==> config.mk <==
export PLATFORM = sky130hd
export DESIGN_NAME = texture_mip_budget_admission
export DESIGN_NICKNAME = d
export VERILOG_FILES = /design/src/design/tmba_pkg.sv /design/src/design/texture_mip_budget_admission.sv /design/src/design/tmba_level_unit.sv /design/src/design/tmba_core.sv
export SDC_FILE = /design/constraint.sdc
export NUM_CORES = 2
export LEC_CHECK = 0
export ABC_AREA = 1
export BUFFER_PORTS_ARGS = -buffer_cell sky130_fd_sc_hd__buf_2
export CAP_MARGIN = 5
export CORE_ASPECT_RATIO = 1.2
export CORE_MARGIN = 3
export CORE_UTILIZATION = 25
export CTS_CLUSTER_SIZE = 24
export DETAILED_ROUTE_END_ITERATION = 16
export GPL_TIMING_DRIVEN = 0
export PLACE_DENSITY = 0.45
export SYNTH_ARGS = -nofsm -noshare
export SYNTH_HDL_FRONTEND = slang
export SYNTH_SLANG_ARGS = --single-unit
==> constraint.sdc <==
create_clock -name aclk -period 21 [get_ports aclk]
set_clock_uncertainty 0.05 [all_clocks]
set_input_delay 4.2 -clock aclk [delete_from_list [all_inputs] [get_ports aclk]]
set_output_delay 4.2 -clock aclk [all_outputs]
set_load 0.05 [all_outputs]
==> src/design/tmba_pkg.sv <==
`default_nettype none
// ----------------------------------------------------------------------------
// Texture mip budget admission: shared package
// Widths, limits, format classes, sequencer states and the structs that
// pass between the top level, the sequencer and the level size unit.
// ----------------------------------------------------------------------------
package tmba_pkg;

    localparam int MAX_MIPS   = 15;
    localparam int MAX_SIDE   = 16384;

    localparam int SIDE_W     = 15;
    localparam int MIPS_W     = 4;
    localparam int CLS_W      = 2;
    localparam int BIG_W      = 36;
    localparam int SIZE_W     = 32;
    localparam int PROD_W     = 2 * SIDE_W;

    localparam int S_TDATA_W  = 72;
    localparam int S_TUSER_W  = 2;
    localparam int M_TDATA_W  = 104;
    localparam int CFG_IDX_W  = 2;

    localparam logic [SIDE_W-1:0] SIDE_LIMIT = SIDE_W'(MAX_SIDE);
    localparam logic [MIPS_W-1:0] MIPS_LIMIT = MIPS_W'(MAX_MIPS);

    localparam logic [CLS_W-1:0] CLS_BLOCK8  = 2'd0;
    localparam logic [CLS_W-1:0] CLS_BLOCK16 = 2'd1;
    localparam logic [CLS_W-1:0] CLS_PIXEL4  = 2'd2;
    localparam logic [CLS_W-1:0] CLS_PIXEL8  = 2'd3;

    localparam logic [CFG_IDX_W-1:0] REG_MAX_DIM   = 2'd0;
    localparam logic [CFG_IDX_W-1:0] REG_FLOOR_DIM = 2'd1;
    localparam logic [CFG_IDX_W-1:0] REG_BUDGET    = 2'd2;

    typedef enum logic [2:0] {
        ST_IDLE,
        ST_SIZE_MUL,
        ST_SIZE_ACC,
        ST_CHECK,
        ST_SKIP_MUL,
        ST_SKIP_ACC,
        ST_DONE
    } state_t;

    typedef struct packed {
        logic [SIDE_W-1:0] max_dim;
        logic [SIDE_W-1:0] floor_dim;
        logic [BIG_W-1:0]  budget;
    } cfg_t;

    typedef struct packed {
        logic [SIDE_W-1:0] tex_width;
        logic [SIDE_W-1:0] tex_height;
        logic [MIPS_W-1:0] mip_count;
        logic [CLS_W-1:0]  format_class;
        logic [BIG_W-1:0]  resident_bytes;
    } item_t;

    typedef struct packed {
        logic              valid;
        logic [MIPS_W-1:0] first_mip;
        logic [SIDE_W-1:0] out_width;
        logic [SIDE_W-1:0] out_height;
        logic [SIZE_W-1:0] full_bytes;
        logic [SIZE_W-1:0] admitted_bytes;
    } result_t;

    typedef struct packed {
        logic              valid;
        logic [SIDE_W-1:0] width;
        logic [SIDE_W-1:0] height;
        logic [CLS_W-1:0]  cls;
    } lvl_req_t;

    function automatic logic [SIDE_W-1:0] halve_side(input logic [SIDE_W-1:0] side);
        logic [SIDE_W-1:0] h;
        h = side >> 1;
        return (h == '0) ? SIDE_W'(1) : h;
    endfunction

    function automatic logic [SIDE_W-1:0] at_least_one(input logic [SIDE_W-1:0] v);
        return (v == '0) ? SIDE_W'(1) : v;
    endfunction

endpackage
`default_nettype wire

==> src/design/texture_mip_budget_admission.sv <==
`default_nettype none
// ----------------------------------------------------------------------------
// Texture mip budget admission
// Sizes a texture's mip chain and picks the first level to load so that the
// largest side fits and the remaining chain fits the memory budget.
//
//   Channel  Direction  Payload
//   s_       in         tdata: tex_width, tex_height, mip_count, resident_bytes
//                       tuser: format_class
//   m_       out        tdata: first_mip, out_width, out_height, full_bytes,
//                       admitted_bytes
//   cfg_     in         index 0 max_dimension, 1 floor_dimension, 2 budget_bytes
//
// Each request is sized through the single shared level size multiplier.
// Reset is synchronous and clears the sequencer, the output valid and the
// configuration registers to their defaults.
// A new request is taken while a finished result waits in the output register.
// ----------------------------------------------------------------------------
module texture_mip_budget_admission (
    input  wire logic                          aclk,
    input  wire logic                          aresetn,
    input  wire logic                          s_tvalid,
    output logic                               s_tready,
    // tex_width[14:0], tex_height[29:15], mip_count[33:30], resident_bytes[69:34]
    input  wire logic [tmba_pkg::S_TDATA_W-1:0] s_tdata,
    // format_class[1:0]
    input  wire logic [tmba_pkg::S_TUSER_W-1:0] s_tuser,
    output logic                               m_tvalid,
    input  wire logic                          m_tready,
    // first_mip[3:0], out_width[18:4], out_height[33:19], full_bytes[65:34],
    // admitted_bytes[97:66]
    output logic [tmba_pkg::M_TDATA_W-1:0]     m_tdata,
    input  wire logic                          cfg_wen,
    input  wire logic [tmba_pkg::CFG_IDX_W-1:0] cfg_index,
    input  wire logic [tmba_pkg::BIG_W-1:0]    cfg_wdata
);
    import tmba_pkg::*;

    cfg_t                  cfg_reg, cfg_next;
    item_t                 item;
    result_t               res;
    logic                  in_ready;
    logic                  res_take;
    logic                  m_tvalid_reg, m_tvalid_next;
    logic [M_TDATA_W-1:0]  m_tdata_reg, m_tdata_next;

    always_comb begin
        cfg_next = cfg_reg;
        if (cfg_wen) begin
            case (cfg_index)
                REG_MAX_DIM:   cfg_next.max_dim   = cfg_wdata[SIDE_W-1:0];
                REG_FLOOR_DIM: cfg_next.floor_dim = cfg_wdata[SIDE_W-1:0];
                REG_BUDGET:    cfg_next.budget    = cfg_wdata;
                default: begin
                end
            endcase
        end
    end

    always_comb begin
        item.tex_width      = s_tdata[14:0];
        item.tex_height     = s_tdata[29:15];
        item.mip_count      = s_tdata[33:30];
        item.resident_bytes = s_tdata[69:34];
        item.format_class   = s_tuser[1:0];
    end

    tmba_core u_core (
        .aclk     (aclk),
        .aresetn  (aresetn),
        .cfg      (cfg_reg),
        .in_valid (s_tvalid),
        .in_item  (item),
        .in_ready (in_ready),
        .res      (res),
        .res_take (res_take)
    );

    assign s_tready = in_ready;
    assign res_take = res.valid && (!m_tvalid_reg || m_tready);

    always_comb begin
        m_tvalid_next = m_tvalid_reg;
        m_tdata_next  = m_tdata_reg;
        if (m_tvalid_reg && m_tready) begin
            m_tvalid_next = 1'b0;
        end
        if (res_take) begin
            m_tvalid_next = 1'b1;
            m_tdata_next  = {6'b0, res.admitted_bytes, res.full_bytes,
                             res.out_height, res.out_width, res.first_mip};
        end
    end

    always_ff @(posedge aclk) begin
        if (!aresetn) begin
            cfg_reg.max_dim   <= SIDE_LIMIT;
            cfg_reg.floor_dim <= SIDE_W'(1);
            cfg_reg.budget    <= '0;
            m_tvalid_reg      <= 1'b0;
        end else begin
            cfg_reg      <= cfg_next;
            m_tvalid_reg <= m_tvalid_next;
        end
        m_tdata_reg <= m_tdata_next;
    end

    assign m_tvalid = m_tvalid_reg;
    assign m_tdata  = m_tdata_reg;

    a_busy_after_accept: assert property (@(posedge aclk) disable iff (!aresetn)
        (s_tvalid && s_tready) |=> !s_tready)
        else $error("sequencer still ready right after a transfer was accepted");

    a_result_held: assert property (@(posedge aclk) disable iff (!aresetn)
        (m_tvalid && !m_tready) |=> (m_tvalid && $stable(m_tdata)))
        else $error("waiting result dropped or changed before its transfer");

    a_admitted_le_full: assert property (@(posedge aclk) disable iff (!aresetn)
        res.valid |-> (res.admitted_bytes <= res.full_bytes))
        else $error("admitted size exceeds full chain size");

    a_first_mip_range: assert property (@(posedge aclk) disable iff (!aresetn)
        res.valid |-> (res.first_mip < MIPS_LIMIT))
        else $error("first admitted mip out of range");

endmodule
`default_nettype wire

==> src/design/tmba_level_unit.sv <==
`default_nettype none
// ----------------------------------------------------------------------------
// Texture mip budget admission: level size unit
// Computes the byte size of one mip level from its sides and format class
// with one shared multiplier; the product is registered.
// ----------------------------------------------------------------------------
module tmba_level_unit (
    input  wire logic                     aclk,
    input  wire tmba_pkg::lvl_req_t       req,
    output logic [tmba_pkg::SIZE_W-1:0]   level_bytes
);
    import tmba_pkg::*;

    logic [SIDE_W:0]     bw_sum;
    logic [SIDE_W:0]     bh_sum;
    logic [SIDE_W-1:0]   op_a;
    logic [SIDE_W-1:0]   op_b;
    logic [PROD_W-1:0]   prod;
    logic [2:0]          sh;
    logic [SIZE_W-1:0]   bytes_next;
    logic [SIZE_W-1:0]   bytes_reg;

    always_comb begin
        bw_sum = {1'b0, req.width} + (SIDE_W+1)'(3);
        bh_sum = {1'b0, req.height} + (SIDE_W+1)'(3);
        if (req.cls == CLS_BLOCK8 || req.cls == CLS_BLOCK16) begin
            op_a = {1'b0, bw_sum[SIDE_W:2]};
            op_b = {1'b0, bh_sum[SIDE_W:2]};
        end else begin
            op_a = req.width;
            op_b = req.height;
        end
        prod = op_a * op_b;
        case (req.cls)
            CLS_BLOCK8:  sh = 3'd3;
            CLS_BLOCK16: sh = 3'd4;
            CLS_PIXEL4:  sh = 3'd2;
            CLS_PIXEL8:  sh = 3'd3;
            default:     sh = 3'd3;
        endcase
        bytes_next = SIZE_W'(prod) << sh;
    end

    always_ff @(posedge aclk) begin
        if (req.valid) begin
            bytes_reg <= bytes_next;
        end
    end

    assign level_bytes = bytes_reg;

endmodule
`default_nettype wire

==> src/design/tmba_core.sv <==
`default_nettype none
// ----------------------------------------------------------------------------
// Texture mip budget admission: sequencer
// Sums the level sizes of the whole chain, then walks the first admitted
// level forward, first to fit the maximum side and then the budget.
// ----------------------------------------------------------------------------
module tmba_core (
    input  wire logic                 aclk,
    input  wire logic                 aresetn,
    input  wire tmba_pkg::cfg_t       cfg,
    input  wire logic                 in_valid,
    input  wire tmba_pkg::item_t      in_item,
    output logic                      in_ready,
    output tmba_pkg::result_t         res,
    input  wire logic                 res_take
);
    import tmba_pkg::*;

    state_t             state_reg, state_next;
    logic [SIDE_W-1:0]  w_reg, w_next;
    logic [SIDE_W-1:0]  h_reg, h_next;
    logic [SIDE_W-1:0]  cw_reg, cw_next;
    logic [SIDE_W-1:0]  ch_reg, ch_next;
    logic [MIPS_W-1:0]  mips_reg, mips_next;
    logic [CLS_W-1:0]   cls_reg, cls_next;
    logic [MIPS_W-1:0]  lvl_reg, lvl_next;
    logic [MIPS_W-1:0]  first_reg, first_next;
    logic [SIZE_W-1:0]  full_reg, full_next;
    logic [SIZE_W-1:0]  prefix_reg, prefix_next;
    logic [BIG_W-1:0]   remain_reg, remain_next;
    logic               budget_phase_reg, budget_phase_next;

    lvl_req_t           req;
    logic [SIZE_W-1:0]  level_bytes;

    logic [SIDE_W-1:0]  in_w, in_h, nw, nh, cur_max, nxt_max;
    logic [MIPS_W-1:0]  in_mips;
    logic               empty_tex, lvl_last, first_last;
    logic               too_big, fits, below_floor;
    logic [SIZE_W-1:0]  need;

    tmba_level_unit u_level (
        .aclk        (aclk),
        .req         (req),
        .level_bytes (level_bytes)
    );

    always_comb begin
        in_w      = (in_item.tex_width  > SIDE_LIMIT) ? SIDE_LIMIT : in_item.tex_width;
        in_h      = (in_item.tex_height > SIDE_LIMIT) ? SIDE_LIMIT : in_item.tex_height;
        in_mips   = (in_item.mip_count  > MIPS_LIMIT) ? MIPS_LIMIT : in_item.mip_count;
        empty_tex = (in_w == '0) || (in_h == '0) || (in_mips == '0);
        nw        = halve_side(cw_reg);
        nh        = halve_side(ch_reg);
        cur_max   = (cw_reg > ch_reg) ? cw_reg : ch_reg;
        nxt_max   = (nw > nh) ? nw : nh;
        lvl_last  = ({1'b0, lvl_reg} + (MIPS_W+1)'(1)) >= {1'b0, mips_reg};
        first_last = ({1'b0, first_reg} + (MIPS_W+1)'(1)) >= {1'b0, mips_reg};
        too_big   = cur_max > at_least_one(cfg.max_dim);
        need      = full_reg - prefix_reg;
        fits      = {{(BIG_W-SIZE_W){1'b0}}, need} <= remain_reg;
        below_floor = nxt_max < at_least_one(cfg.floor_dim);
    end

    always_comb begin
        state_next = state_reg;
        case (state_reg)
            ST_IDLE: begin
                if (in_valid) begin
                    state_next = empty_tex ? ST_DONE : ST_SIZE_MUL;
                end
            end
            ST_SIZE_MUL: state_next = ST_SIZE_ACC;
            ST_SIZE_ACC: begin
                if (lvl_last) begin
                    state_next = (mips_reg <= MIPS_W'(1)) ? ST_DONE : ST_CHECK;
                end else begin
                    state_next = ST_SIZE_MUL;
                end
            end
            ST_CHECK: begin
                if (first_last) begin
                    state_next = ST_DONE;
                end else if (!budget_phase_reg) begin
                    if (too_big) begin
                        state_next = ST_SKIP_MUL;
                    end else if (cfg.budget == '0) begin
                        state_next = ST_DONE;
                    end
                end else if (fits || below_floor) begin
                    state_next = ST_DONE;
                end else begin
                    state_next = ST_SKIP_MUL;
                end
            end
            ST_SKIP_MUL: state_next = ST_SKIP_ACC;
            ST_SKIP_ACC: state_next = ST_CHECK;
            ST_DONE: begin
                if (res_take) begin
                    state_next = ST_IDLE;
                end
            end
            default: state_next = ST_IDLE;
        endcase
    end

    always_comb begin
        w_next            = w_reg;
        h_next            = h_reg;
        cw_next           = cw_reg;
        ch_next           = ch_reg;
        mips_next         = mips_reg;
        cls_next          = cls_reg;
        lvl_next          = lvl_reg;
        first_next        = first_reg;
        full_next         = full_reg;
        prefix_next       = prefix_reg;
        remain_next       = remain_reg;
        budget_phase_next = budget_phase_reg;
        req.valid         = 1'b0;
        req.width         = cw_reg;
        req.height        = ch_reg;
        req.cls           = cls_reg;
        in_ready          = 1'b0;
        case (state_reg)
            ST_IDLE: begin
                in_ready = 1'b1;
                if (in_valid) begin
                    w_next            = in_w;
                    h_next            = in_h;
                    cw_next           = in_w;
                    ch_next           = in_h;
                    mips_next         = in_mips;
                    cls_next          = in_item.format_class;
                    lvl_next          = '0;
                    first_next        = '0;
                    full_next         = '0;
                    prefix_next       = '0;
                    budget_phase_next = 1'b0;
                    remain_next       = (cfg.budget > in_item.resident_bytes) ?
                                        cfg.budget - in_item.resident_bytes : '0;
                end
            end
            ST_SIZE_MUL, ST_SKIP_MUL: begin
                req.valid = 1'b1;
            end
            ST_SIZE_ACC: begin
                full_next = full_reg + level_bytes;
                lvl_next  = lvl_reg + MIPS_W'(1);
                if (lvl_last) begin
                    cw_next = w_reg;
                    ch_next = h_reg;
                end else begin
                    cw_next = nw;
                    ch_next = nh;
                end
            end
            ST_CHECK: begin
                if (!first_last && !budget_phase_reg && !too_big) begin
                    budget_phase_next = 1'b1;
                end
            end
            ST_SKIP_ACC: begin
                prefix_next = prefix_reg + level_bytes;
                first_next  = first_reg + MIPS_W'(1);
                cw_next     = nw;
                ch_next     = nh;
            end
            default: begin
            end
        endcase
    end

    always_ff @(posedge aclk) begin
        if (!aresetn) begin
            state_reg <= ST_IDLE;
        end else begin
            state_reg <= state_next;
        end
        w_reg            <= w_next;
        h_reg            <= h_next;
        cw_reg           <= cw_next;
        ch_reg           <= ch_next;
        mips_reg         <= mips_next;
        cls_reg          <= cls_next;
        lvl_reg          <= lvl_next;
        first_reg        <= first_next;
        full_reg         <= full_next;
        prefix_reg       <= prefix_next;
        remain_reg       <= remain_next;
        budget_phase_reg <= budget_phase_next;
    end

    always_comb begin
        res.valid          = (state_reg == ST_DONE);
        res.first_mip      = first_reg;
        res.out_width      = cw_reg;
        res.out_height     = ch_reg;
        res.full_bytes     = full_reg;
        res.admitted_bytes = full_reg - prefix_reg;
    end

endmodule
`default_nettype wire

Word level (Yosys, flattened, before mapping)
Cells that the tools add are included.

Reduce and logical (&&, ||, !) cells: 40. $add $sub $neg: 10. Divide/modulo/power cells: 0. Order comparisons: 12. Shift-type cells: 1. Mux-type cells: 42. Multipliers: 1. Bitwise gates (word level): 0. Equality and inequality tests: 15.

Operators by type and width (count): 2-to-1 mux 15 bit (12); case mux 32 bit (2 select lines) (2); logical NOT 15 bit (6); case mux 15 bit (3 select lines) (2); adder 32 bit (2); greater-than comparator 15 bit (3); greater-than comparator 36 bit (1); <= comparator 32 x 36 -> 1 bit (1); logical NOT 36 bit (1); subtractor 36 bit (1); adder 15 x 2 -> 16 bit, second input constant (2); 2-to-1 mux 32 bit (1); << shifter 30 x 3 -> 32 bit (1); subtractor 32 bit (1); greater-than comparator 15 bit, second input constant (2); multiplier 15 x 15 -> 30 bit (1); 2-to-1 mux 14 bit (2); 2-to-1 mux 3 bit (9); case mux 3 bit (7 select lines) (1); case mux 4 bit (2 select lines) (2); < comparator 15 bit (1); AND reduction 2 bit (7); adder 4 x 1 -> 5 bit, second input constant (2); >= comparator 5 x 4 -> 1 bit (2); 26 further kinds (56).

Word-level logic and storage cells: 140. ROM bits: 0. Memories: 0. Bits in writable memories: 0. Latch bits: 0. Bits of input ports: 117. Bits in registers: 375.

Longest topological paths before layout
Word-level depth: 10. Gate-level depth with buffers: 39. Gate-level depth less buffers: 39.

By module
From an unflattened synthesis, not the netlist that was laid out.

Cell total of the unflattened synthesis: 4230. Area total of the unflattened synthesis: 33332.0 sq um.

Modules (own cells, without submodules): tmba_core (instances 1, area an instance 16963.8 sq um, cells each 2206); tmba_level_unit (instances 1, area an instance 10572.6 sq um, cells each 1491); texture_mip_budget_admission (instances 1, area an instance 5795.6 sq um, cells each 533).

Worst setup path before layout
Ideal clock, no wire load.

Path type: input -> register. From: in s_tvalid. To: reg u_core.first_reg[0], enable pin. Arrival: 8.669 ns. Setup time: 0.394 ns. Setup slack: 11.887 ns. Stages: 4. Buffers on the path: 0. Cell sequence: inv_1 -> nor2_1 -> inv_1 -> nand2_1.

Word-level cells in the longest chain between the ends: 2.

RTL lines: start: declaration (line texture_mip_budget_admission.sv:22) `input wire logic s_tvalid,`; inequality test 2 bit (no line); AND reduction 2 bit (no line); end signal: assignment (line tmba_core.sv:187) `first_reg <= first_next;`; end: declaration (line tmba_core.sv:27) `logic [MIPS_W-1:0] first_reg, first_next;`.

No other way between the ends. A chain may end at the register's enable or synchronous reset.

Worst setup path after layout
From: reg u_core.cls_reg[0]. To: reg u_core.u_level.bytes_reg[31] (netlist: u_core.u_level.level_bytes[31]) (data pin).

Word-level cells in the longest chain between the ends: 5. Elaborated cells between the ends (all ways): 11.

RTL lines: start: declaration (line tmba_core.sv:25) `logic [CLS_W-1:0] cls_reg, cls_next;`; start signal: assignment (line tmba_core.sv:185) `cls_reg <= cls_next;`; == test 2 x 1 -> 1 bit / logical NOT 2 bit (equally long branches) (line tmba_level_unit.sv:26, tmba_level_unit.sv:34); logical OR 1 bit (line tmba_level_unit.sv:26) `if (req.cls == CLS_BLOCK8 || req.cls == CLS_BLOCK16) begin`; 2-to-1 mux 15 bit (line tmba_level_unit.sv:26); multiplier 15 x 15 -> 30 bit (line tmba_level_unit.sv:33) `prod = op_a * op_b;`; << shifter 30 x 3 -> 32 bit * (line tmba_level_unit.sv:41) `bytes_next = SIZE_W'(prod) << sh;`; net u_core.u_level.bytes_next[31] (line tmba_level_unit.sv:20) `logic [SIZE_W-1:0] bytes_next;`; end signal: assignment (line tmba_level_unit.sv:46) `bytes_reg <= bytes_next;`; end: declaration (line tmba_level_unit.sv:21) `logic [SIZE_W-1:0] bytes_reg;`.

Mark *: on every way through the listed nets, which the timed path passes. The rest lies on a longest branch.

==> impl_metrics.csv <==
group,metric,value,unit
floorplanning,fp.dieArea,131000,sq um
worst_setup_path,critPathKind,"flip-flop to flip-flop",
flow_run,maxCapViolCount,0,
sta,hold_viol,0,
yosys,ys_types,61,
place,finalWeightedCongestion,0.884,
routing,wl,107000,um
floorplanning,placementRows,142,
sta,fin_crit,9.42,ns
sta,period_share,44.8,%
global_route,grt_pass1_wl,163000,um
place,io_buffers,213,
yosys,seq_area_frac_synth,33.4,%
layout,multi_input_area,18000,sq um
sta,final-max-slew-violation-count,0,
global_route,grt-ovfl-total,0,
yosys,ys.flop_type,"edfxtp_1",
layout,fin_nets,4735,
worst_setup_path,arrival,9.72,ns
worst_setup_path,cpPeakStageDelay,0.98,ns
yosys,yosysWarnings,0,
layout,final_common_cell,"inv_1",
floorplanning,io_pins,223,
worst_setup_path,cp_slowest_cell,"a31oi_1",
sta,rsz0062_at_grt,"no",
sta,tns,0,ns
yosys,syn_area_per_cell,8.22,sq um
yosys,synth_edf_count,305,
worst_setup_path,critPathCaptureType,"flip-flop",
clocking,tritoncts,"built",
clocking,clkLatencyLatePin,0.62,ns
worst_hold_path,worstHoldStart,"u_core.ch_reg[13]",
sta,worst_pin_slew,1.38,ns
clocking,htree_num_levels,2,
sta,fmax,106,MHz
layout,seqCellArea,10600,sq um
global_route,grtUsageTotal,16.3,%
layout,fill_cells,13500,
layout,utilization,29.2,%
routing,wl_per_cell,18.3,um
worst_setup_path,cp-start-kind,"flip-flop",
floorplanning,die_w,331,um
clocking,root_buffer,"clkbuf_16",
yosys,async_flop_share,0,%
yosys,syn_area,31600,sq um
clocking,hold_buffers,0,
layout,drive_gt1_share,8.49,%
sta,slew_headroom,7.49,%
floorplanning,die_height,396,um
sta,setup_violations,0,
global_route,grt_pass1_vias,27300,
floorplanning,core_area,125000,sq um
clocking,ctsResizeCount,0,
clocking,cts_setup_buffers,0,
clocking,clk_pin_slew,0.06,ns
place,dpl.hpwl,88400,um
layout,layout_common_cells,"inv_1 (701), nand2_1 (623), nor2_1 (401)",
layout,area_growth,15.7,%
clocking,clock_sinks,375,
worst_hold_path,min_to,"m_tdata[32]",
routing,antenna_left,0,
yosys,ys_ff_latch,375,
routing,drc_errors,0,
clocking,numCtsBuffers,46,
worst_setup_path,path_common_cell,"inv_1",
clocking,clockBufferDepth,3,
global_route,grt_max_degree,35,
yosys,syn_inst,3845,
worst_hold_path,hold_depth,0,
floorplanning,start_util,25.2,%
routing,first_pass_iters,5,
layout,instances_no_fill,5817,
run_status,run_status,"complete, no violations",
worst_setup_path,critPathRequiredTime,21.30,ns
worst_setup_path,r2r_start,"u_core.cls_reg[0]",
routing,vias,26700,
place,place_inst,5731,
worst_setup_path,worstRegToRegCells,31,
worst_setup_path,r2r_end,"u_core.u_level.level_bytes[31]",
layout,largest_reg_flops,98,
routing,viasPerCell,4.59,
routing,drt-initial-drc-count,1693,
worst_hold_path,min_path_type,"flip-flop to flip-flop",
worst_setup_path,worst-path-max-fanout,10,
worst_setup_path,regToRegSetupSlack,11.58,ns
global_route,antenna_found_initial,2,
[cells in the mapped netlist (28+ instances only)]
cell type / n / area (sq um)
o21ai_0: 263 / 1320
xor2_1: 46 / 403
a21oi_1: 339 / 1700
clkbuf_1: 77 / 289
xnor2_1: 39 / 342
inv_1: 701 / 2630
fa_1: 171 / 3420
nand3_1: 108 / 541
ha_1: 324 / 4050
nor3_1: 35 / 175
nand4_1: 50 / 313
a31oi_1: 28 / 175
edfxtp_1: 305 / 9160
o211ai_1: 32 / 240
o21a_1: 42 / 315
nor2_1: 403 / 1510
nand2_1: 626 / 2350
dfxtp_1: 70 / 1400
[layout make-up]
class	instances	area share [%]
clock buffers	58	3.41
well taps	1656	5.66
inverters	714	7.33
diodes	1	0.00684
plain buffers	100	1.14
multi-input cells	2663	49.2
flip-flops and latches	375	28.9
repair buffers	223	3.52
clock inverters	27	0.811
[metal layers]
metal	track usage, %	vias to the layer above	share of wire (%)
met4	4.64	0	2.8
met3	1.49	142	3.4
li1	-	13300	-
met5	0	-	0
met1	20.4	12700	44
met2	29.5	558	50
[worst max-delay path, delay by kind of cell (launching register included)]
family          cells  cell delay (ns)
compound gates      4             2.07
xor+xnor            1             0.28
fa+ha+maj           8             3.74
buf+inv            10             1.27
flops               1             0.39
simple gates        8             1.34
[logic make-up after synthesis]
kind of cell / count (synthesis) / synth area share (%)
buffers and inverters: 814 / 9.79
adder cells (fa/ha/maj): 495 / 23.7
AND/OR/NAND/NOR: 1268 / 16.4
flip-flops: 375 / 33.4
multiplexers: 2 / 0.0633
XOR/XNOR: 85 / 2.35
AO/OA/AOI/OAI: 805 / 14.3
other: 1 / 0.0119
[per-stage QoR]
step                hold slack, ns  worst slack [ns]  instance area (sq um)
finish                       0.411             11.58                  36600
global route                 0.441             11.01                  36600
CTS                          0.417             11.62                  36600
detailed placement           0.403             11.63                  35000
global placement             0.385              8.38                  34800
floorplan                    0.371             11.89                  31600
[worst max path at each step]
stage / from / to / slack, ns / cells past startpoint
final: u_core.cls_reg[0] / u_core.u_level.level_bytes[31] / 11.58 / 31
after global routing: u_core.cls_reg[0] / u_core.u_level.level_bytes[29] / 11.01 / 27
after CTS: u_core.cls_reg[0] / u_core.u_level.level_bytes[29] / 11.62 / 27
after detailed placement: u_core.cls_reg[0] / u_core.u_level.level_bytes[25] / 11.63 / 27
after global placement: s_tvalid / u_core.cw_reg[11] / 8.38 / 5
after floorplan: s_tvalid / u_core.first_reg[0] / 11.89 / 4
Power is left out: the tool's default activity adds up to more than one toggle a clock period on the data nets, which glitch-free logic cannot reach.
